**src/rtl/sfa_pkg.sv**
```systemverilog
package sfa_pkg;

  localparam int DEFAULT_MAX_SEGMENTS = 64;
  localparam int DEFAULT_OFFSET_BITS  = 16;

  // request types
  localparam logic [1:0] REQ_ALLOC  = 2'd0;
  localparam logic [1:0] REQ_FREE   = 2'd1;
  localparam logic [1:0] REQ_QUERY  = 2'd2;
  localparam logic [1:0] REQ_REINIT = 2'd3;

  // status codes
  localparam logic [2:0] ST_OK         = 3'd0;
  localparam logic [2:0] ST_NO_FIT     = 3'd1;
  localparam logic [2:0] ST_TABLE_FULL = 3'd2;
  localparam logic [2:0] ST_BAD_FREE   = 3'd3;
  localparam logic [2:0] ST_ZERO_SIZE  = 3'd4;

  // fit modes
  localparam logic [1:0] FIT_FIRST = 2'd0;
  localparam logic [1:0] FIT_BEST  = 2'd1;
  localparam logic [1:0] FIT_WORST = 2'd2;

  // config register indexes
  localparam logic [1:0] REG_FIT_MODE    = 2'd0;
  localparam logic [1:0] REG_POOL_SIZE   = 2'd1;
  localparam logic [1:0] REG_SMALL_LIMIT = 2'd2;

  localparam logic [1:0]  FIT_MODE_RST    = FIT_FIRST;
  localparam logic [15:0] POOL_SIZE_RST   = 16'd65535;
  localparam logic [15:0] SMALL_LIMIT_RST = 16'd10;

  typedef struct packed {
    logic [1:0]  req_type;
    logic [15:0] request_size;
    logic [15:0] block_offset;
  } sfa_req_t;

  typedef struct packed {
    logic [2:0]  status;
    logic [15:0] alloc_offset;
    logic        is_allocated;
    logic [6:0]  free_blocks;
    logic [6:0]  used_blocks;
    logic [15:0] free_bytes;
    logic [15:0] largest_free;
    logic [6:0]  small_free_blocks;
  } sfa_rsp_t;

  typedef enum logic [1:0] {
    CELL_HOLD,
    CELL_WRITE,
    CELL_INSERT,
    CELL_DELETE
  } cell_op_e;

  typedef struct packed {
    cell_op_e op;
    logic     scan_load;
    logic     scan_shift;
  } sfa_cell_ctrl_t;

endpackage

```
**src/rtl/sfa_cell.sv**
```systemverilog
module sfa_cell import sfa_pkg::*; #(
  parameter int OffsetBits = DEFAULT_OFFSET_BITS,
  parameter int IdxBits    = 6,
  parameter int CellIdx    = 0
) (
  input  logic                  clk_i,
  input  sfa_cell_ctrl_t        ctrl_i,
  input  logic [IdxBits-1:0]    idx_i,
  input  logic [OffsetBits-1:0] wr_start_i,
  input  logic [OffsetBits-1:0] wr_len_i,
  input  logic                  wr_used_i,
  input  logic [OffsetBits-1:0] ins_start_i,
  input  logic [OffsetBits-1:0] ins_len_i,
  input  logic                  ins_used_i,
  input  logic [OffsetBits-1:0] left_start_i,
  input  logic [OffsetBits-1:0] left_len_i,
  input  logic                  left_used_i,
  input  logic [OffsetBits-1:0] right_start_i,
  input  logic [OffsetBits-1:0] right_len_i,
  input  logic                  right_used_i,
  input  logic [OffsetBits-1:0] scan_start_i,
  input  logic [OffsetBits-1:0] scan_len_i,
  input  logic                  scan_used_i,
  output logic [OffsetBits-1:0] start_o,
  output logic [OffsetBits-1:0] len_o,
  output logic                  used_o,
  output logic [OffsetBits-1:0] scan_start_o,
  output logic [OffsetBits-1:0] scan_len_o,
  output logic                  scan_used_o
);

  localparam logic [IdxBits:0] MyIdx = (IdxBits+1)'(CellIdx);

  logic [OffsetBits-1:0] start_d, start_q, len_d, len_q;
  logic                  used_d, used_q;
  logic [OffsetBits-1:0] sstart_d, sstart_q, slen_d, slen_q;
  logic                  sused_d, sused_q;
  logic                  hit, hit_next, above, at_or_above;

  assign hit         = {1'b0, idx_i} == MyIdx;
  assign hit_next    = ({1'b0, idx_i} + 1'b1) == MyIdx;
  assign above       = MyIdx > {1'b0, idx_i};
  assign at_or_above = MyIdx >= {1'b0, idx_i};

  always_comb begin
    start_d = start_q;
    len_d   = len_q;
    used_d  = used_q;
    case (ctrl_i.op)
      CELL_WRITE: begin
        if (hit) begin
          start_d = wr_start_i;
          len_d   = wr_len_i;
          used_d  = wr_used_i;
        end
      end
      CELL_INSERT: begin
        if (hit) begin
          start_d = wr_start_i;
          len_d   = wr_len_i;
          used_d  = wr_used_i;
        end else if (hit_next) begin
          start_d = ins_start_i;
          len_d   = ins_len_i;
          used_d  = ins_used_i;
        end else if (above) begin
          start_d = left_start_i;
          len_d   = left_len_i;
          used_d  = left_used_i;
        end
      end
      CELL_DELETE: begin
        if (at_or_above) begin
          start_d = right_start_i;
          len_d   = right_len_i;
          used_d  = right_used_i;
        end
      end
      default: ;
    endcase
  end

  always_comb begin
    sstart_d = sstart_q;
    slen_d   = slen_q;
    sused_d  = sused_q;
    if (ctrl_i.scan_load) begin
      sstart_d = start_q;
      slen_d   = len_q;
      sused_d  = used_q;
    end else if (ctrl_i.scan_shift) begin
      sstart_d = scan_start_i;
      slen_d   = scan_len_i;
      sused_d  = scan_used_i;
    end
  end

  always_ff @(posedge clk_i) begin
    start_q  <= start_d;
    len_q    <= len_d;
    used_q   <= used_d;
    sstart_q <= sstart_d;
    slen_q   <= slen_d;
    sused_q  <= sused_d;
  end

  assign start_o      = start_q;
  assign len_o        = len_q;
  assign used_o       = used_q;
  assign scan_start_o = sstart_q;
  assign scan_len_o   = slen_q;
  assign scan_used_o  = sused_q;

endmodule

```
**config.mk**
```make
export PLATFORM = sky130hd
export DESIGN_NAME = sfa_cell
export DESIGN_NICKNAME = d
export VERILOG_FILES = /design/src/rtl/sfa_pkg.sv /design/src/rtl/sfa_cell.sv
export SDC_FILE = /design/constraint.sdc
export NUM_CORES = 1
export LEC_CHECK = 0
export BUFFER_PORTS_ARGS = -buffer_cell sky130_fd_sc_hd__buf_4
export CAP_MARGIN = 10
export CORE_AREA = 2 2 94 96
export CTS_CLUSTER_DIAMETER = 30
export DETAILED_ROUTE_END_ITERATION = 8
export DIE_AREA = 0 0 96 98
export PLACE_DENSITY = 0.8
export REMOVE_ABC_BUFFERS = 1
export SYNTH_ARGS = -nofsm -noshare
export SYNTH_HDL_FRONTEND = slang
export SYNTH_SLANG_ARGS = --single-unit
export TNS_END_PERCENT = 100
```
**constraint.sdc**
```tcl
create_clock -name clk_i -period 5.4 [get_ports clk_i]
set_input_delay 0.54 -clock clk_i [delete_from_list [all_inputs] [get_ports clk_i]]
set_output_delay 0.54 -clock clk_i [all_outputs]
set_load 0.05 [all_outputs]
```
==> results.yml, run 1 <==
cts:
  cts_root_buf: "clkbuf_8"
  postCtsSetupRepairBufs: 0
  ctsHoldBuffers: 0
  cts.sinks: 66
  clk_latency_ns: 0.33
  numCtsBuffers: 9
  cts_tree: "built"
  path_clk_slew_ns: 0.08
  cts_resized: 0
  cts_buffer_depth: 2
  htree_levels: 3
synthesis:
  syn_area_um2: 3456
  syn-instance-count: 264
  yosysTopAreaCell: "edfxtp_1"
  ys_top_cells_by_area: "edfxtp_1, o221ai_2, mux2_2"
  yosysTopAreaCellShare_pct: 57.35
  ys_types: 21
  yosys_register_bits: 66
  yosys_warnings: 0
  syn_area_per_cell_um2: 13.09
  seq_area_frac_synth_pct: 57.35
global_route:
  grt_pass1_wl_mm: 14.38
  grt_start_max_net_pins: 35
  grt_pass1_vias: 3049
  antenna_found_initial: 0
  grtUsageTotal_pct: 20.09
  overflow: 0
setup_path:
  worst-path-max-fanout: 20
  slowest_delay_ns: 0.68
  cp_slowest_cell: "a31oi_4"
  reg2reg_to: "scan_start_o[12]"
  r2r_slack_ns: 4.43
  crit_type: "in2reg"
  worstPathRequired_ns: 5.44
  path_cells: "buf_4 -> ha_1 -> buf_4 -> nor2_1 -> a31oi_4 -> buf_4 -> o221ai_2"
  r2r_start: "start_o[12]"
  arrival_ns: 3.03
  r2r_cells: 1
  start_kind: "input port"
  endpoint_kind: "flip-flop"
  cp_common_cell: "buf_4"
timing:
  fin_crit_ns: 2.986
  setup_violations: 0
  slew-limit-headroom_pct: 24.25
  fin_ws_ns: 2.414
  worst_pin_slew_ns: 1.132
  setup-tns-final_ns: 0
  rsz0062_at_grt: "false"
  fmax_mhz: 334.8
  min_period_over_period_pct: 55.30
  fin_skew_ns: 0.008628
  hold_violations: 0
  drv_slew: 0
routing:
  wirelength_mm: 9.579
  drtPass1Iterations: 4
  routed.top_layer: "met4"
  viasPerCell: 4.984
  met1Wirelength_mm: 3.534
  drtIter0Drc: 74
  antenna_left: 0
  drc: 0
  vias: 2891
  dr_wl_met3_um: 689
  dr_wl_met2_mm: 5.210
  route.detailed.wl_per_inst_um: 16.52
job:
  cap_violations: 0
floorplanning:
  rows: 34
  die_y_um: 98
  start_util_pct: 40.82
  dieArea_um2: 9408
  ios: 242
  die_w_um: 96
  coreArea_um2: 8466
placement:
  pre_cts_ws_ns: 2.065
  portBuffers: 208
  globalplace.congestion: 0.7771
  dp_hpwl_mm: 6.996
  place_area_um2: 5076
finish:
  final_nets: 646
  final_core_util_pct: 62.42
  area_delta_synth_final_pct: 52.90
  final_area_um2: 5284
  antenna_cells: 0
  drive_above_1_share_pct: 62.08
  fill_cells: 705
power:
  leakage_nw: 2.285
  finalPower_w: 0.001653
  vdd_ir_drop_max_v: 0.0001483
  p_comb_share_pct: 32.4
  p_seq_share_pct: 40.7
  power_switching_w: 0.0005527
  p_int_w: 0.001100
  swShare_pct: 33.43
  p_per_area_nw_per_um2: 312.9
  clkPwrFrac_pct: 27.0
min_path:
  holdPathEnd: "len_o[6]"
  min_path_cells: 3
  min_from: "right_len_i[6]"
  hp-class: "in2reg"
run_status:
  outcome: "completed"
logic make-up after synthesis:
family / share of synthesized area [%]
multiplexers: 10.75
flip-flops: 57.35
AND/OR/NAND/NOR: 8.581
buffers and inverters: 7.458
AO/OA/AOI/OAI: 14.77
adder cells (fa/ha/maj): 1.086
worst max-delay path, delay by kind of cell:
family	cells	cell delay [ns]
buf+inv	3	0.91
compound gates	2	0.83
fa+ha+maj	1	0.57
simple gates	1	0.14
layout make-up:
cell class | instances | area, um^2 | share of cell area (%)
Timing Repair Buffer | 211 | 1584 | 29.98
Inverter | 35 | 131.4 | 2.486
Sequential cell | 66 | 1982 | 37.51
Clock inverter | 7 | 83.83 | 1.587
Clock buffer | 9 | 123.9 | 2.344
Multi-Input combinational cell | 144 | 1244 | 23.54
Tap cell | 108 | 135.1 | 2.557
state kept, by name, summed over array words and instances (netlist names):
signal,flops
scan_start_o,16
start_o,16
scan_used_o,1
len_o,16
used_o,1
scan_len_o,16
synthesized netlist by cell type:
master and count:
nor2_1 2, o221ai_2 31, and2_1 1, buf_4 1, o211ai_1 1, a22oi_1 1, a31oi_2 1, inv_1 35
nor4_4 1, or2_2 1, mux2_2 33, buf_2 5, o221ai_1 1, nand4_1 1, edfxtp_1 66, buf_6 6
ha_1 3, nand2_1 65, clkbuf_1 7, a2bb2oi_1 1, nor3_1 1
power by group through the flow:
stage	Sequential (W)	Clock, W	Combinational, W
final	0.000672	0.000446	0.000535
after global routing	0.000680	0.000474	0.000560
after CTS	0.000673	0.000452	0.000539
after detailed placement	0.000684	0	0.000538
after global placement	0.000680	0	0.000532
after floorplan	0.000906	0	0.0000995
worst max-delay path by stage:
| stage | end | cells after the start | from | slack [ns] |
|---|---|---|---|---|
| after floorplan | len_o[0] | 3 | idx_i[0] | 1.14 |
| after global placement | start_o[13] | 7 | ctrl_i[2] | 2.03 |
| after detailed placement | start_o[13] | 7 | ctrl_i[2] | 2.07 |
| after CTS | start_o[13] | 7 | ctrl_i[2] | 2.41 |
| after global routing | start_o[13] | 7 | ctrl_i[2] | 2.28 |
| final | start_o[13] | 7 | ctrl_i[2] | 2.41 |
routing by layer:
layer | vias to the layer above | global-route usage, %
met3 | 13 | 4.090
met4 | 0 | 6.813
met1 | 1394 | 21.61
met2 | 124 | 37.93
li1 | 1360 | -
met5 | - | 0
layout by cell type, fill, tap and decap left out:
cell type   instances
clkinv_1            3
clkinvlp_4          1
nor4_4              1
a2bb2oi_4           1
or2_2               1
clkinv_2            1
edfxtp_1           66
o211ai_1            1
and2_2              1
a22oi_1             1
nor3_1              1
nor2_1              2
bufinv_16           2
nand2_1            65
buf_4             211
a31oi_4             1
o221ai_2           31
clkbuf_8            9
mux2_2             33
nand4_1             1
inv_1              35
o221ai_1            1
ha_1                3
metrics by stage:
step	hold WS, ns	instances
after floorplan	0.7386	245
after global placement	0.5550	564
after detailed placement	0.5662	564
after CTS	0.4749	580
after global routing	0.4824	580
final	0.4885	580
Note: power is estimated with default switching activity, not from simulation.
==> run 2: changes to the inputs <==
--- a/config.mk
+++ b/config.mk
@@ -7,11 +7,11 @@
 export LEC_CHECK = 0
 export BUFFER_PORTS_ARGS = -buffer_cell sky130_fd_sc_hd__buf_4
 export CAP_MARGIN = 10
-export CORE_AREA = 2 2 94 96
+export CORE_MARGIN = 2
+export CORE_UTILIZATION = 42
 export CTS_CLUSTER_DIAMETER = 30
 export DETAILED_ROUTE_END_ITERATION = 8
-export DIE_AREA = 0 0 96 98
-export PLACE_DENSITY = 0.8
+export PLACE_DENSITY = 0.82
 export REMOVE_ABC_BUFFERS = 1
 export SYNTH_ARGS = -nofsm -noshare
 export SYNTH_HDL_FRONTEND = slang
==> constraint.sdc (replaced) <==
create_clock -name clk_i -period 3.07 [get_ports clk_i]
set_input_delay 0.307 -clock clk_i [delete_from_list [all_inputs] [get_ports clk_i]]
set_output_delay 0.307 -clock clk_i [all_outputs]
set_load 0.05 [all_outputs]
==> results.yml, run 2 (synthesis gave the netlist of run 1 again) <==
setup_path:
  r2r_slack_ns: 2.11
  crit_type: "in2reg"
  endpoint_kind: "flip-flop"
  worst-path-max-fanout: 36
  worstPathRequired_ns: 3.13
  r2r_cells: 1
  start_kind: "input port"
  arrival_ns: 1.80
floorplanning:
  die_w_um: 94.71
  coreArea_um2: 8093
  rows: 33
  start_util_pct: 42.70
  die_y_um: 94.71
  ios: 242
  dieArea_um2: 8970
timing:
  rsz0062_at_grt: "false"
  worst_pin_slew_ns: 0.8149
  hold_violations: 0
  min_period_over_period_pct: 56.77
  fmax_mhz: 573.8
  whs_ns: 0.2603
  slew-limit-headroom_pct: 45.67
  fin_crit_ns: 1.743
  fin_ws_ns: 1.327
  setup_violations: 0
  drv_slew: 0
  fin_skew_ns: 0.01051
min_path:
  min_path_cells: 3
  hp-class: "in2reg"
placement:
  place_area_um2: 5102
  dp.cells: 565
  portBuffers: 208
  globalplace.congestion: 0.7398
  pre_cts_ws_ns: 0.9863
  dp_hpwl_mm: 6.852
cts:
  cts_root_buf: "clkbuf_8"
  ctsHoldBuffers: 0
  postCtsSetupRepairBufs: 0
  htree_levels: 3
  cts_buffer_depth: 2
  path_clk_slew_ns: 0.07
  numCtsBuffers: 9
  cts.sinks: 66
  cts_resized: 0
  clk_latency_ns: 0.33
  cts_tree: "built"
finish:
  final_nets: 650
  final_common_cell: "buf_4"
  final_area_um2: 5278
  multi_input_area_um2: 1244
  stdcell_count: 580
  seq_area_um2: 1982
  fill_cells: 645
  final_cell_mix: "buf_4, edfxtp_1, nand2_1"
  area_delta_synth_final_pct: 52.72
  antenna_cells: 0
  drive_above_1_share_pct: 62.32
routing:
  viasPerCell: 4.947
  vias: 2869
  route.detailed.wl_per_inst_um: 15.84
  drtPass1Iterations: 4
  drtIter0Drc: 63
  wirelength_mm: 9.187
  antenna_left: 0
  drc: 0
power:
  leakage_nw: 2.295
  vdd_ir_drop_max_v: 0.0002498
  finalPower_w: 0.002800
  p_per_area_nw_per_um2: 530.5
global_route:
  antenna_found_initial: 0
  grt_pass1_vias: 2763
  grt_pass1_wl_mm: 13.25
  grt_start_max_net_pins: 37
  overflow: 0
  grtUsageTotal_pct: 19.84
job:
  cap_violations: 0
run_status:
  outcome: "completed"
run 2: where the power goes:
part	switching, W	internal (W)
clock network	0.000310	0.000366
registers	0.0000442	0.00114
logic	0.000590	0.000353
run 2: cell type report:
type / count / area share, %
Sequential cell: 66 / 37.55
Timing Repair Buffer: 215 / 30.58
Tap cell: 105 / 2.489
Clock buffer: 11 / 2.489
Inverter: 35 / 2.489
Clock inverter: 4 / 0.8298
Multi-Input combinational cell: 144 / 23.57
run 2: path summary, 6_finish.rpt:
path	endpoint	from
max	start_o[0]	ctrl_i[2]
min	len_o[13]	right_len_i[13]
max reg2reg	scan_len_o[15]	len_o[15]
min reg2reg	scan_len_o[4]	len_o[4]
run 2: per-stage QoR:
stage / utilization [%] / TNS [ns]
floorplan: - / -31.61
global placement: 63.05 / 0
detailed placement: 63.05 / 0
CTS: 65.21 / 0
global route: 65.21 / 0
finish: 65.21 / 0
run 2: worst max-delay path: stages:
cell and delay, ns:
buf_4 0.12, inv_1 0.05, ha_1 0.15, buf_4 0.38, nor2_1 0.15, a31oi_4 0.17, buf_4 0.32, o221ai_2 0.13
run 2: layer usage:
layer	part of all wire, %	vias to the layer above	wire length (um)	global-route usage (%)
li1	-	1367	-	-
met1	36	1342	3337	21.88
met2	54	140	4953	36.29
met3	7.3	20	671	4.230
met4	2.4	0	224	9.058
met5	0	-	0	0
